## src/rtl/ctcg_pkg.sv

```systemverilog
// ---------------------------------------------------------------------------
// ctcg_pkg
// Shared constants for the greedy CTC decoder: register map, register
// widths, reset values and parameter defaults.
// ---------------------------------------------------------------------------
package ctcg_pkg;

  localparam int CFG_W     = 14;
  localparam int CFG_IDX_W = 1;

  typedef enum logic [CFG_IDX_W-1:0] {
    REG_CLASS_COUNT = 1'b0,
    REG_KEY_COUNT   = 1'b1
  } cfg_reg_t;

  localparam logic [CFG_W-1:0] CLASS_COUNT_RST = 14'd8192;
  localparam logic [CFG_W-1:0] KEY_COUNT_RST   = 14'd8192;

  localparam int DEF_MAX_CLASSES = 8192;
  localparam int DEF_SCORE_WIDTH = 16;

endpackage

```

## src/rtl/ctcg_out_skid.sv

```systemverilog
// ---------------------------------------------------------------------------
// ctcg_out_skid
// Two-entry output buffer: an output register backed by a skid register,
// so the upstream side keeps taking items while a result waits.
// ---------------------------------------------------------------------------
module ctcg_out_skid #(
  parameter int WIDTH = 32
) (
  input  logic             clk,
  input  logic             rst_n,
  input  logic             in_valid,
  output logic             in_ready,
  input  logic [WIDTH-1:0] in_data,
  output logic             out_valid,
  input  logic             out_ready,
  output logic [WIDTH-1:0] out_data
);

  logic             out_v_r, out_v_nxt;
  logic             skid_v_r, skid_v_nxt;
  logic [WIDTH-1:0] out_d_r, out_d_nxt;
  logic [WIDTH-1:0] skid_d_r, skid_d_nxt;

  assign in_ready  = !skid_v_r;
  assign out_valid = out_v_r;
  assign out_data  = out_d_r;

  always_comb begin
    out_v_nxt  = out_v_r;
    skid_v_nxt = skid_v_r;
    out_d_nxt  = out_d_r;
    skid_d_nxt = skid_d_r;
    if (in_valid && !skid_v_r) begin
      if (!out_v_r || out_ready) begin
        out_v_nxt = 1'b1;
        out_d_nxt = in_data;
      end else begin
        skid_v_nxt = 1'b1;
        skid_d_nxt = in_data;
      end
    end else if (out_v_r && out_ready) begin
      out_v_nxt  = skid_v_r;
      out_d_nxt  = skid_d_r;
      skid_v_nxt = 1'b0;
    end
  end

  always_ff @(posedge clk) begin
    if (!rst_n) begin
      out_v_r  <= 1'b0;
      skid_v_r <= 1'b0;
    end else begin
      out_v_r  <= out_v_nxt;
      skid_v_r <= skid_v_nxt;
    end
  end

  always_ff @(posedge clk) begin
    out_d_r  <= out_d_nxt;
    skid_d_r <= skid_d_nxt;
  end

`ifndef SYNTHESIS
  a_skid_needs_out: assert property (@(posedge clk) disable iff (!rst_n)
    skid_v_r |-> out_v_r)
    else $error("skid entry held while output register empty");

  a_skid_drains_first: assert property (@(posedge clk) disable iff (!rst_n)
    (out_v_r && out_ready && skid_v_r) |=> (out_v_r && out_d_r == $past(skid_d_r)))
    else $error("skid entry not moved to output register");

  a_no_loss: assert property (@(posedge clk) disable iff (!rst_n)
    (out_v_r && !out_ready) |=> (out_v_r && out_d_r == $past(out_d_r)))
    else $error("pending result lost or changed");
`endif

endmodule

```

## src/rtl/ctc_greedy_decoder_unit.sv

```systemverilog
// ---------------------------------------------------------------------------
// ctc_greedy_decoder_unit
// Greedy CTC decoder: running argmax over the class scores of each time
// step, one result per step, char_valid when the winner is a new non-blank key.
// ---------------------------------------------------------------------------
//  channel  dir  handshake              payload
//  in_      in   in_tvalid/in_tready    tdata score, tuser class_enabled,
//                                       tlast line_end
//  out_     out  out_tvalid/out_tready  tdata class_index, best_score,
//                                       tuser char_valid, tlast line_done
//  cfg_     in   cfg_valid/cfg_ready    cfg_index register, cfg_data value
//
//  One score per cycle; the result of a step is registered into the output
//  register, or the skid register while the output waits, with the item
//  that closes the step. The single compare-and-update on the step state
//  sets that rate. Reset is synchronous, active low. The input stalls only
//  while output and skid entries are both full. cfg_ready is always high.
// ---------------------------------------------------------------------------
module ctc_greedy_decoder_unit #(
  parameter int MAX_CLASSES = ctcg_pkg::DEF_MAX_CLASSES,
  parameter int SCORE_WIDTH = ctcg_pkg::DEF_SCORE_WIDTH,
  parameter int IDX_W       = $clog2(MAX_CLASSES),
  parameter int IN_DATA_W   = ((SCORE_WIDTH + 7) / 8) * 8,
  parameter int OUT_DATA_W  = ((IDX_W + SCORE_WIDTH + 7) / 8) * 8
) (
  input  logic                          clk,
  input  logic                          rst_n,
  // [SCORE_WIDTH-1:0] score, rest zero
  input  logic [IN_DATA_W-1:0]          in_tdata,
  // class_enabled
  input  logic                          in_tuser,
  input  logic                          in_tlast,
  input  logic                          in_tvalid,
  output logic                          in_tready,
  // [IDX_W-1:0] class_index, then best_score, rest zero
  output logic [OUT_DATA_W-1:0]         out_tdata,
  // char_valid
  output logic                          out_tuser,
  output logic                          out_tlast,
  output logic                          out_tvalid,
  input  logic                          out_tready,
  input  logic                          cfg_valid,
  output logic                          cfg_ready,
  input  logic [ctcg_pkg::CFG_IDX_W-1:0] cfg_index,
  input  logic [ctcg_pkg::CFG_W-1:0]     cfg_data
);

  import ctcg_pkg::*;

  localparam int CNT_W = $clog2(MAX_CLASSES + 1);
  localparam int CMP_W = (CNT_W > CFG_W) ? CNT_W : CFG_W;
  localparam int PAY_W = IDX_W + SCORE_WIDTH + 2;
  localparam logic [SCORE_WIDTH-1:0] SCORE_MIN = {1'b1, {(SCORE_WIDTH-1){1'b0}}};
  localparam logic [CMP_W-1:0] MAX_CNT = CMP_W'(MAX_CLASSES);

  logic [CFG_W-1:0]        class_count_r, key_count_r;
  logic [IDX_W-1:0]        pos_r, pos_nxt;
  logic [SCORE_WIDTH-1:0]  max_r, max_nxt;
  logic [IDX_W-1:0]        argmax_r, argmax_nxt;
  logic                    seen_r, seen_nxt;
  logic [IDX_W-1:0]        prev_r, prev_nxt;

  logic                    in_acc;
  logic signed [SCORE_WIDTH-1:0] score;
  logic                    enabled, upd, step_end, emit, any_win;
  logic [CMP_W-1:0]        count_raw, count_eff, pos_inc;
  logic [IDX_W-1:0]        win;
  logic [SCORE_WIDTH-1:0]  win_score;
  logic [PAY_W-1:0]        res_data, buf_data;
  logic                    buf_ready;

  assign cfg_ready = 1'b1;

  always_ff @(posedge clk) begin
    if (!rst_n) begin
      class_count_r <= CLASS_COUNT_RST;
      key_count_r   <= KEY_COUNT_RST;
    end else if (cfg_valid) begin
      case (cfg_index)
        REG_CLASS_COUNT: class_count_r <= cfg_data;
        REG_KEY_COUNT:   key_count_r   <= cfg_data;
        default: ;
      endcase
    end
  end

  assign in_tready = buf_ready;
  assign in_acc    = in_tvalid && in_tready;
  assign score     = in_tdata[SCORE_WIDTH-1:0];
  assign enabled   = in_tuser || (pos_r == '0);
  assign upd       = enabled && (!seen_r || (score > $signed(max_r)));

  assign count_raw = CMP_W'(class_count_r);
  assign count_eff = (count_raw > MAX_CNT) ? MAX_CNT : count_raw;
  assign pos_inc   = CMP_W'(pos_r) + 1'b1;
  assign step_end  = in_tlast || (pos_inc >= count_eff);

  assign any_win   = seen_r || upd;
  assign win       = !any_win ? '0 : (upd ? pos_r : argmax_r);
  assign win_score = !any_win ? SCORE_MIN : (upd ? score : max_r);
  assign emit      = (win != '0) && (CMP_W'(win) < CMP_W'(key_count_r)) && (win != prev_r);

  always_comb begin
    pos_nxt    = pos_r;
    max_nxt    = max_r;
    argmax_nxt = argmax_r;
    seen_nxt   = seen_r;
    prev_nxt   = prev_r;
    if (in_acc) begin
      if (step_end) begin
        pos_nxt    = '0;
        max_nxt    = SCORE_MIN;
        argmax_nxt = '0;
        seen_nxt   = 1'b0;
        prev_nxt   = in_tlast ? '0 : win;
      end else begin
        pos_nxt    = pos_inc[IDX_W-1:0];
        max_nxt    = win_score;
        argmax_nxt = win;
        seen_nxt   = any_win;
      end
    end
  end

  always_ff @(posedge clk) begin
    if (!rst_n) begin
      pos_r    <= '0;
      max_r    <= SCORE_MIN;
      argmax_r <= '0;
      seen_r   <= 1'b0;
      prev_r   <= '0;
    end else begin
      pos_r    <= pos_nxt;
      max_r    <= max_nxt;
      argmax_r <= argmax_nxt;
      seen_r   <= seen_nxt;
      prev_r   <= prev_nxt;
    end
  end

  assign res_data = {in_tlast, emit, win_score, win};

  ctcg_out_skid #(
    .WIDTH(PAY_W)
  ) u_out (
    .clk      (clk),
    .rst_n    (rst_n),
    .in_valid (in_acc && step_end),
    .in_ready (buf_ready),
    .in_data  (res_data),
    .out_valid(out_tvalid),
    .out_ready(out_tready),
    .out_data (buf_data)
  );

  assign out_tdata = OUT_DATA_W'(buf_data[IDX_W+SCORE_WIDTH-1:0]);
  assign out_tuser = buf_data[PAY_W-2];
  assign out_tlast = buf_data[PAY_W-1];

`ifndef SYNTHESIS
  a_line_clears_prev: assert property (@(posedge clk) disable iff (!rst_n)
    (in_acc && in_tlast) |=> (prev_r == '0))
    else $error("previous winner not cleared at line end");

  a_step_restarts: assert property (@(posedge clk) disable iff (!rst_n)
    (in_acc && step_end) |=> (pos_r == '0 && !seen_r))
    else $error("class position not cleared at step end");

  a_pos_advances: assert property (@(posedge clk) disable iff (!rst_n)
    (in_acc && !step_end) |=> (pos_r == IDX_W'($past(pos_r) + 1'b1) && seen_r))
    else $error("class position did not advance");
`endif

endmodule

```

## config.mk

```make
export PLATFORM = sky130hd
export DESIGN_NAME = ctc_greedy_decoder_unit
export DESIGN_NICKNAME = d
export VERILOG_FILES = /design/src/rtl/ctcg_pkg.sv /design/src/rtl/ctcg_out_skid.sv /design/src/rtl/ctc_greedy_decoder_unit.sv
export SDC_FILE = /design/constraint.sdc
export NUM_CORES = 1
export LEC_CHECK = 0
export ABC_CLOCK_PERIOD_IN_PS = 9000
export BUFFER_PORTS_ARGS = -buffer_cell sky130_fd_sc_hd__buf_2
export CAP_MARGIN = 25
export CORE_UTILIZATION = 40
export DETAILED_ROUTE_END_ITERATION = 10
export GPL_TIMING_DRIVEN = 1
export SYNTH_ARGS = -nofsm -noshare
export SYNTH_HDL_FRONTEND = slang
export SYNTH_SLANG_ARGS = --single-unit
export TNS_END_PERCENT = 1
```

## constraint.sdc

```tcl
create_clock -name clk -period 9 [get_ports clk]
set_clock_uncertainty 0.15 [all_clocks]
set_input_delay 0 -clock clk [delete_from_list [all_inputs] [get_ports clk]]
set_output_delay 0 -clock clk [all_outputs]
set_load 0.01 [all_outputs]
```

==> results of run 1 <==
[placed cells by master, fill, tap and decap left out, drive strengths merged, types with 5 or more instances in the layout]
cell and n:
a22o 31, inv 63, dfxtp 86, or3b 6, ha 44, a31oi 10
edfxtp 62, nand2 126, mux2 16, a21oi 35, or3 16, o21ai 28
nor2 49, clkinvlp 5, nand4 15, xnor2 11, and2 8, clkbuf 18
nor4 11, nor2b 10, and3 6, buf 80, nand3 23, dlygate4sd3 39
nor3 21, o21a 11, a21o 10, a21boi 51, o21bai 6
[worst max-delay path: cells and delay by family, from the launching register on]
kind / cells / cell delay (ns)
mux: 1 / 0.28
buf+inv: 1 / 0.06
compound gates: 10 / 1.99
fa+ha+maj: 2 / 0.62
simple gates: 4 / 1.64
flops: 1 / 0.35
[where the power goes]
group / switching (mW) / internal [mW] / leakage (nW)
sequential: 0.0130 / 0.728 / 1.28
combinational: 0.115 / 0.0767 / 2.14
clock: 0.290 / 0.465 / 0.290
[state kept, by name (all words and copies together) (netlist names)]
register         count
max_r               16
argmax_r            13
u_out.skid_v_r       1
key_count_r         14
prev_r              13
class_count_r       14
u_out.out_data      31
u_out.skid_d_r      31
seen_r               1
pos_r               13
u_out.out_valid      1
[layout make-up]
| type | instances | area [µm²] | share of cell area [%] |
|---|---|---|---|
| flip-flops and latches | 148 | 3580 | 37.9 |
| multi-input cells | 579 | 3840 | 40.7 |
| inverters | 60 | 225 | 2.38 |
| clock buffers | 17 | 425 | 4.50 |
| repair buffers | 120 | 843 | 8.93 |
| well taps | 260 | 325 | 3.44 |
| clock inverters | 15 | 203 | 2.15 |
[logic make-up (layout without fill, tap and decap cells)]
group | Yosys count | in the layout | synth area share [%]
flops | 148 | 148 | 45.5
mux | 17 | 17 | 2.41
fa+ha+maj | 44 | 44 | 6.99
other cells | 2 | 4 | 0.0953
compound gates | 199 | 199 | 18.1
xor+xnor | 12 | 12 | 1.33
simple gates | 303 | 303 | 19.4
buf+inv | 108 | 212 | 6.19
[stage by stage]
step	utilization (%)	hold WS, ns	setup slack (ns)	instance area, µm²
global route	49.7	0.0719	3.27	9450
CTS	49.5	0.0234	3.73	9410
floorplan	-	-0.0511	3.18	7890
detailed placement	44.1	0.0987	3.77	8390
global placement	44.1	0.104	3.90	8390
finish	49.7	0.0338	3.77	9450
[layer usage]
metal	wire length (µm)	part of all wire [%]	GRT usage, %	up-vias
met5	0	0	0	-
met3	886	4.5	3.77	31
li1	-	-	-	3146
met4	359	1.8	7.24	0
met2	8880	45	31.4	172
met1	9490	48	28.1	2940
[worst max-delay path by stage]
| stage | start | to | slack, ns | cells after the start |
|---|---|---|---|---|
| finish | max_r[15] | u_out.out_data[29] | 3.77 | 18 |
| global route | max_r[15] | u_out.out_data[29] | 3.27 | 18 |
| CTS | max_r[15] | u_out.out_data[29] | 3.73 | 18 |
| detailed placement | max_r[15] | u_out.out_data[29] | 3.77 | 18 |
| global placement | max_r[13] | u_out.out_data[29] | 3.90 | 18 |
| floorplan | pos_r[0] | u_out.out_data[0] | 3.18 | 17 |
==> results.yml, run 1 <==
critical_path:
  ff2ff_setup_slack_ns: 3.77
  worst_r2r_endpoint: "u_out.out_data[29]"
  cp.required_ns: 9.13
  cp.arrival_ns: 5.36
  start_kind: "register"
  path_max_fanout: 34
  critPathCaptureType: "register"
  worstRegToRegCells: 18
  crit_path_frequent_cell: "a21o_1"
  r2r_start: "max_r[15]"
  slowest_stage: "or4b_1"
  path_class: "register to register"
  max_stage_delay_ns: 0.58
  crit_path_cell_trace: "inv_1 -> ha_1 -> nand2_1 -> nor4_1 -> a21boi_1 -> or4b_1 -> nand3_4 -> a22o_4 -> ha_1 -> a21o_1 -> a21o_1 -> a21o_1 -> a21o_1 -> a21o_1 -> a21oi_1 -> o311ai_1 -> mux2_2 -> a21oi_1"
clocking:
  htree_levels: 4
  cts_tree: "done"
  ctsHoldBuffers: 39
  cts-root-buf: "clkbuf_16"
  path_clk_slew_ns: 0.07
  cts_buffers: 17
  insertion_delay_ns: 0.43
  post_cts_buffers: 0
  clockBufferDepth: 2
  cts-resized-gates: 0
  cts.sinks: 148
pwr:
  power_density_nw_per_um2: 179
  peakVddDrop_uv: 156
  p_total_mw: 1.69
  p_leak_nw: 3.71
synthesis:
  yosysSeqAreaShare_pct: 45.5
  synthArstFlopShare_pct: 0
  synth_area_um2: 7880
  synth.top_cells.by_area: "edfxtp_1, dfxtp_1, ha_1"
  synth_edf_count: 62
  ys.flop_type: "dfxtp_1"
  yosys-top-cells-count: "nand2_1, dfxtp_1, edfxtp_1, inv_1, nor2_1"
  synth_top_area_share_pct: 23.6
  yosysTopAreaCell: "edfxtp_1"
  yosysMostFrequentCell: "nand2_1"
  postSynthAreaPerCell_um2: 9.46
  synth.ff_latch_count: 148
  synthCells: 833
  ys_warn_count: 0
  netlist-cell-type-count: 66
global_route:
  grt_overflow: 0
  grt_pass1_wl_mm: 31.3
  antenna_found_initial: 0
  track_usage_pct: 20.2
  grt_max_degree: 61
  grt_pass1_vias: 5952
timing:
  period_needed_ns: 5.23
  slew_violations: 0
  final_hold_viol_count: 0
  finalSetupViolCount: 0
  worstMarginPinSlew_ns: 0.941
  period_share_pct: 58.1
  slew_headroom_pct: 37.2
  rsz0062_at_grt: "false"
  tns_ns: 0
  fmax_ghz: 0.191
drt:
  drt_wl_total_mm: 19.6
  num_vias: 6289
  drcViolationCount: 0
  wl_per_cell_um: 16.4
  via_per_inst: 5.25
  drtPass1Iterations: 5
  drt-initial-drc-count: 428
  drtAntennaViolNets: 0
min_path:
  hold_path_end: "pos_r[8]"
  min_from: "in_tvalid"
  hold_depth: 5
  hold_class: "primary input to register"
floorplanning:
  die_height_um: 142
  core_um2: 19000
  fp.dieArea_um2: 20300
  start_util_pct: 41.4
  ioPinCount: 75
  fp.dieW_um: 142
  fp-row-count: 50
finish:
  drive_above_1_share_pct: 16.5
  num-fill-cells: 1789
  areaGrowthSynthToFinish_pct: 19.9
  fin_cells: 1199
  nNetsFinal: 1008
  diodes: 0
placement:
  io_buffers: 70
  gp_congestion: 0.909
  dp_hpwl_mm: 13.5
  placed_cells: 1126
flow_run:
  max_cap_viol_count: 0
run_status:
  outcome: "completed"
Note: power is estimated with default switching activity, not from simulation.
==> run 2, diff against run 1 <==
--- a/config.mk
+++ b/config.mk
@@ -5,7 +5,7 @@
 export SDC_FILE = /design/constraint.sdc
 export NUM_CORES = 1
 export LEC_CHECK = 0
-export ABC_CLOCK_PERIOD_IN_PS = 9000
+export ABC_CLOCK_PERIOD_IN_PS = 5000
 export BUFFER_PORTS_ARGS = -buffer_cell sky130_fd_sc_hd__buf_2
 export CAP_MARGIN = 25
 export CORE_UTILIZATION = 40
==> constraint.sdc (replaced) <==
create_clock -name clk -period 5 [get_ports clk]
set_clock_uncertainty 0.15 [all_clocks]
set_input_delay 0 -clock clk [delete_from_list [all_inputs] [get_ports clk]]
set_output_delay 0 -clock clk [all_outputs]
set_load 0.01 [all_outputs]
==> results.yml, run 2 (same netlist as run 1, synthesis figures left out) <==
flow_run:
  max_cap_viol_count: 0
drt:
  via_per_inst: 5.17
  drcViolationCount: 0
  num_vias: 6287
  wl_per_cell_um: 16.1
  drtPass1Iterations: 4
  drtAntennaViolNets: 0
  drt_wl_total_mm: 19.6
  drt-initial-drc-count: 404
critical_path:
  crit_path_cell_trace: "inv_1 -> ha_1 -> a21oi_1 -> o21ai_0 -> a211o_1 -> nor4b_2 -> o31ai_1 -> and2_1 -> inv_1 -> ha_1 -> a21o_1 -> a21o_1 -> a21o_1 -> a21oi_1 -> o22ai_1 -> a21oi_1 -> o311ai_1 -> mux2_2 -> a21oi_1"
  critPathCaptureType: "register"
  cp.required_ns: 5.12
  path_class: "register to register"
  start_kind: "register"
  path_max_fanout: 12
  cp.arrival_ns: 4.74
  crit_path_frequent_cell: "a21oi_1"
  slowest_stage: "nor4b_2"
  max_stage_delay_ns: 0.84
run_status:
  outcome: "completed"
global_route:
  grtUsageMet1_pct: 28.4
  grt_overflow: 0
  grt_pass1_wl_mm: 31.7
  track_usage_pct: 20.3
  met2_usage_pct: 31.2
  antenna_found_initial: 0
  use_met3_pct: 3.40
  grt_max_degree: 61
  grt_pass1_vias: 5924
  busiest_layer: "met2"
clocking:
  cts_tree: "done"
  insertion_delay_ns: 0.43
  htree_levels: 4
  cts.sinks: 148
  cts-root-buf: "clkbuf_16"
  cts_buffers: 17
  clockBufferDepth: 2
  path_clk_slew_ns: 0.06
floorplanning:
  die_height_um: 142
  fp-row-count: 50
  ioPinCount: 75
  fp.dieW_um: 142
  core_um2: 19000
  fp.dieArea_um2: 20300
  start_util_pct: 41.4
timing:
  hold_ws_ns: 0.0451
  period_needed_ns: 4.62
  worstMarginPinSlew_ns: 0.952
  tns_ns: 0
  finalSetupViolCount: 0
  slew_headroom_pct: 36.4
  rsz0062_at_grt: "false"
  period_share_pct: 92.3
  fmax_ghz: 0.217
  setup_ws_ns: 0.383
  slew_violations: 0
  final_hold_viol_count: 0
placement:
  dp_hpwl_mm: 13.8
  placed_cells: 1138
  pre_cts_slack_ns: 0.403
  gp_congestion: 0.901
  io_buffers: 70
  dpl_cell_area_um2: 8510
finish:
  design_area_um2: 9580
  areaGrowthSynthToFinish_pct: 21.5
  final_cell_mix: "nand2_1, dfxtp_1, buf_2"
  final_util_pct: 50.4
  nNetsFinal: 1024
  register_area_um2: 3580
  fin_cells: 1215
  drive_above_1_share_pct: 17.2
  diodes: 0
  layout_commonest_cell: "nand2_1"
  multiInputGateArea_um2: 3840
  num-fill-cells: 1799
pwr:
  power_density_nw_per_um2: 310
  peakVddDrop_uv: 228
  p_total_mw: 2.97
  p_leak_nw: 3.79
min_path:
  hold_class: "primary input to register"
==> run 2: cell types whose count changed in the layout (fill, tap and decap cells not counted), sizes merged <==
cell,change
buf,+12
clkbuf,+5
clkinvlp,-5
dlygate4sd3,+5
bufinv,-3
clkinv,+2
==> run 2: critical path: cells and delay by family (launching register included) <==
family / cells / cell delay, ns
flip-flops: 1 / 0.33
multiplexers: 1 / 0.28
buffers and inverters: 2 / 0.14
adder cells (fa/ha/maj): 2 / 0.54
AND/OR/NAND/NOR: 2 / 1.07
AO/OA/AOI/OAI: 12 / 1.99
==> run 2: layer usage <==
metal / vias to the layer above / part of all wire [%]
met5: - / 0
met4: 0 / 2.0
met3: 31 / 4.4
met2: 148 / 45
met1: 2934 / 49
li1: 3174 / -
==> run 2: final timing paths <==
check,from,to,slack [ns],depth (start not counted)
max,max_r[7],u_out.out_data[29],0.38,19
min,in_tvalid,pos_r[12],0.05,4
max reg2reg,max_r[7],u_out.out_data[29],0.38,19
min reg2reg,prev_r[8],prev_r[8],0.31,2
==> run 2: what timing repair did <==
item                                   CTS  global route
hold buffers                            44             0
endpoints found under the hold margin   88             0
buffers inserted                         0             0
gates resized for setup                  0             0
==> run 2: area by class of cell <==
class | instances | share of cell area, %
Sequential cell | 148 | 37.4
Timing Repair Buffer | 136 | 10.5
Clock inverter | 9 | 0.928
Clock buffer | 23 | 5.34
Tap cell | 260 | 3.40
Multi-Input combinational cell | 579 | 40.1
Inverter | 60 | 2.35
==> run 2: power breakdown <==
part,internal (mW),switching [mW]
sequential,1.31,0.0224
combinational,0.146,0.207
clock,0.777,0.509
total,2.23,0.739
==> run 3, diff against run 2 <==
--- a/config.mk
+++ b/config.mk
@@ -5,10 +5,11 @@
 export SDC_FILE = /design/constraint.sdc
 export NUM_CORES = 1
 export LEC_CHECK = 0
-export ABC_CLOCK_PERIOD_IN_PS = 5000
+export ABC_CLOCK_PERIOD_IN_PS = 4200
 export BUFFER_PORTS_ARGS = -buffer_cell sky130_fd_sc_hd__buf_2
 export CAP_MARGIN = 25
 export CORE_UTILIZATION = 40
+export CTS_CLUSTER_SIZE = 8
 export DETAILED_ROUTE_END_ITERATION = 10
 export GPL_TIMING_DRIVEN = 1
 export SYNTH_ARGS = -nofsm -noshare
==> constraint.sdc (replaced) <==
create_clock -name clk -period 4.2 [get_ports clk]
set_clock_uncertainty 0.15 [all_clocks]
set_input_delay 0 -clock clk [delete_from_list [all_inputs] [get_ports clk]]
set_output_delay 0 -clock clk [all_outputs]
set_load 0.01 [all_outputs]
==> results.yml, run 3 (same netlist as run 1, synthesis figures left out) <==
floorplanning:
  start_util_pct: 41.4
  fp.dieArea_um2: 20300
  fp-row-count: 50
  ioPinCount: 75
  die_height_um: 142
  core_um2: 19000
  fp.dieW_um: 142
critical_path:
  crit_path_cell_trace: "inv_1 -> ha_1 -> nand4_1 -> buf_4 -> nor4_4 -> a41o_1 -> buf_4 -> nor4b_4 -> buf_4 -> o31ai_4 -> and2_4 -> inv_2 -> ha_1 -> a21o_1 -> a21o_1 -> a21o_1 -> a21oi_2 -> o22ai_1 -> a21oi_2 -> o311ai_4 -> mux2_4 -> a21oi_2"
  critical_path_buf_inv_count: 5
  critPathCaptureType: "register"
  slowest_stage: "nor4b_4"
  path_class: "register to register"
  max_stage_delay_ns: 0.41
  cp_top_family: "compound AO/OA/AOI/OAI gates"
  path_max_fanout: 5
  start_kind: "register"
  cp.arrival_ns: 4.33
  cp.required_ns: 4.34
drt:
  drcViolationCount: 0
  drtAntennaViolNets: 0
  drtPass1Iterations: 6
  via_per_inst: 5.19
  wl_per_cell_um: 16.4
  num_vias: 6658
  drt-initial-drc-count: 447
  drt_wl_total_mm: 21.1
timing:
  fmax_ghz: 0.238
  hold_ws_ns: 0.0353
  period_needed_ns: 4.20
  slew_headroom_pct: 37.4
  period_share_pct: 99.9
  worstMarginPinSlew_ns: 0.938
  slew_violations: 0
  rsz0062_at_grt: "true"
  final_hold_viol_count: 0
  finalSetupViolCount: 0
finish:
  final_cell_mix: "nand2_1, dfxtp_1, buf_4"
  layout_commonest_cell: "nand2_1"
  diodes: 0
  nNetsFinal: 1092
  drive_above_1_share_pct: 26.8
  final_util_pct: 54.9
  areaGrowthSynthToFinish_pct: 32.5
clocking:
  insertion_delay_ns: 0.43
  path_clk_slew_ns: 0.07
  htree_levels: 4
  cts.sinks: 148
  cts_buffers: 17
  cts_tree: "done"
  cts-root-buf: "clkbuf_16"
  clockBufferDepth: 2
global_route:
  use_met3_pct: 3.57
  track_usage_pct: 21.7
  met2_usage_pct: 33.9
  grt_overflow: 0
  grt_max_degree: 61
  grt_pass1_wl_mm: 33.4
  busiest_layer: "met2"
  antenna_found_initial: 0
  grt_pass1_vias: 6241
  grtUsageMet1_pct: 29.9
run_status:
  outcome: "completed"
placement:
  gp_congestion: 0.870
  io_buffers: 70
  dp_hpwl_mm: 14.6
flow_run:
  max_cap_viol_count: 0
pwr:
  peakVddDrop_uv: 287
  p_leak_nw: 4.20
  power_density_nw_per_um2: 363
min_path:
  hold_class: "primary input to register"
run 3: cell count changes in the layout (fill, tap and decap cells not counted), sizes merged, moves of 2 or more:
cell / previous run / this run
bufinv: 1 / 5
clkinvlp: 0 / 3
clkinv: 5 / 3
buf: 92 / 161
clkbuf: 23 / 17
run 3: worst min-delay path, cell delays in order:
cell and delay (ns):
buf_2 0.08, nand2_1 0.26, nand2_1 0.15, a21boi_0 0.06
run 3: layout make-up:
| type | count | area [µm²] |
|---|---|---|
| timing repair buffer | 204 | 1600 |
| clock buffer | 17 | 425 |
| fill | 1713 | 8580 |
| sequential | 148 | 3590 |
| clock inverter | 15 | 226 |
| multi-input combinational | 579 | 4050 |
| tap | 260 | 325 |
| inverter | 60 | 225 |
run 3: per-stage QoR:
| step | cells | setup WS [ns] | area (µm²) | power (mW) | setup TNS (ns) |
|---|---|---|---|---|---|
| 2_1_floorplan | 835 | -0.191 | 7890 | 1.88 | -5.95 |
| 3_3_place_gp | 1194 | -0.116 | 8990 | 2.03 | -0.116 |
| 3_5_place_dp | 1194 | -0.240 | 8990 | 2.03 | -0.240 |
| 4_1_cts | 1274 | 0.00998 | 10300 | 3.78 | 0 |
| 5_1_grt | 1283 | -0.222 | 10400 | 3.92 | -0.413 |
| 6_report | 1283 | 0.00428 | 10400 | 3.78 | 0 |
run 3: power breakdown:
part / switching (mW) / internal, mW
Sequential: 0.0251 / 1.56
Clock: 0.634 / 1.06
Combinational: 0.279 / 0.227
run 3: timing repair:
action | 4_1_cts | 5_1_grt
setup endpoints to repair | 2 | 84
hold buffers | 43 | 0
endpoints found under the hold margin | 87 | 0
setup buffers | 5 | 8
gates resized for setup | 32 | 18
pin swaps | 17 | 21
run 3: path summary, 6_finish.rpt:
path / start / end / slack (ns) / cells past startpoint
worst max register to register: max_r[10] / u_out.out_data[29] / 0.004 / 22
worst min-delay path: in_tvalid / pos_r[12] / 0.04 / 4
worst max-delay path: max_r[10] / u_out.out_data[29] / 0.004 / 22
worst min register to register: prev_r[8] / prev_r[8] / 0.31 / 2
run 3: metal layers:
layer / share of wire, % / routed length (µm)
met2: 46 / 9730
met4: 2.3 / 479
met3: 4.9 / 1040
met5: 0 / 0
met1: 47 / 9840
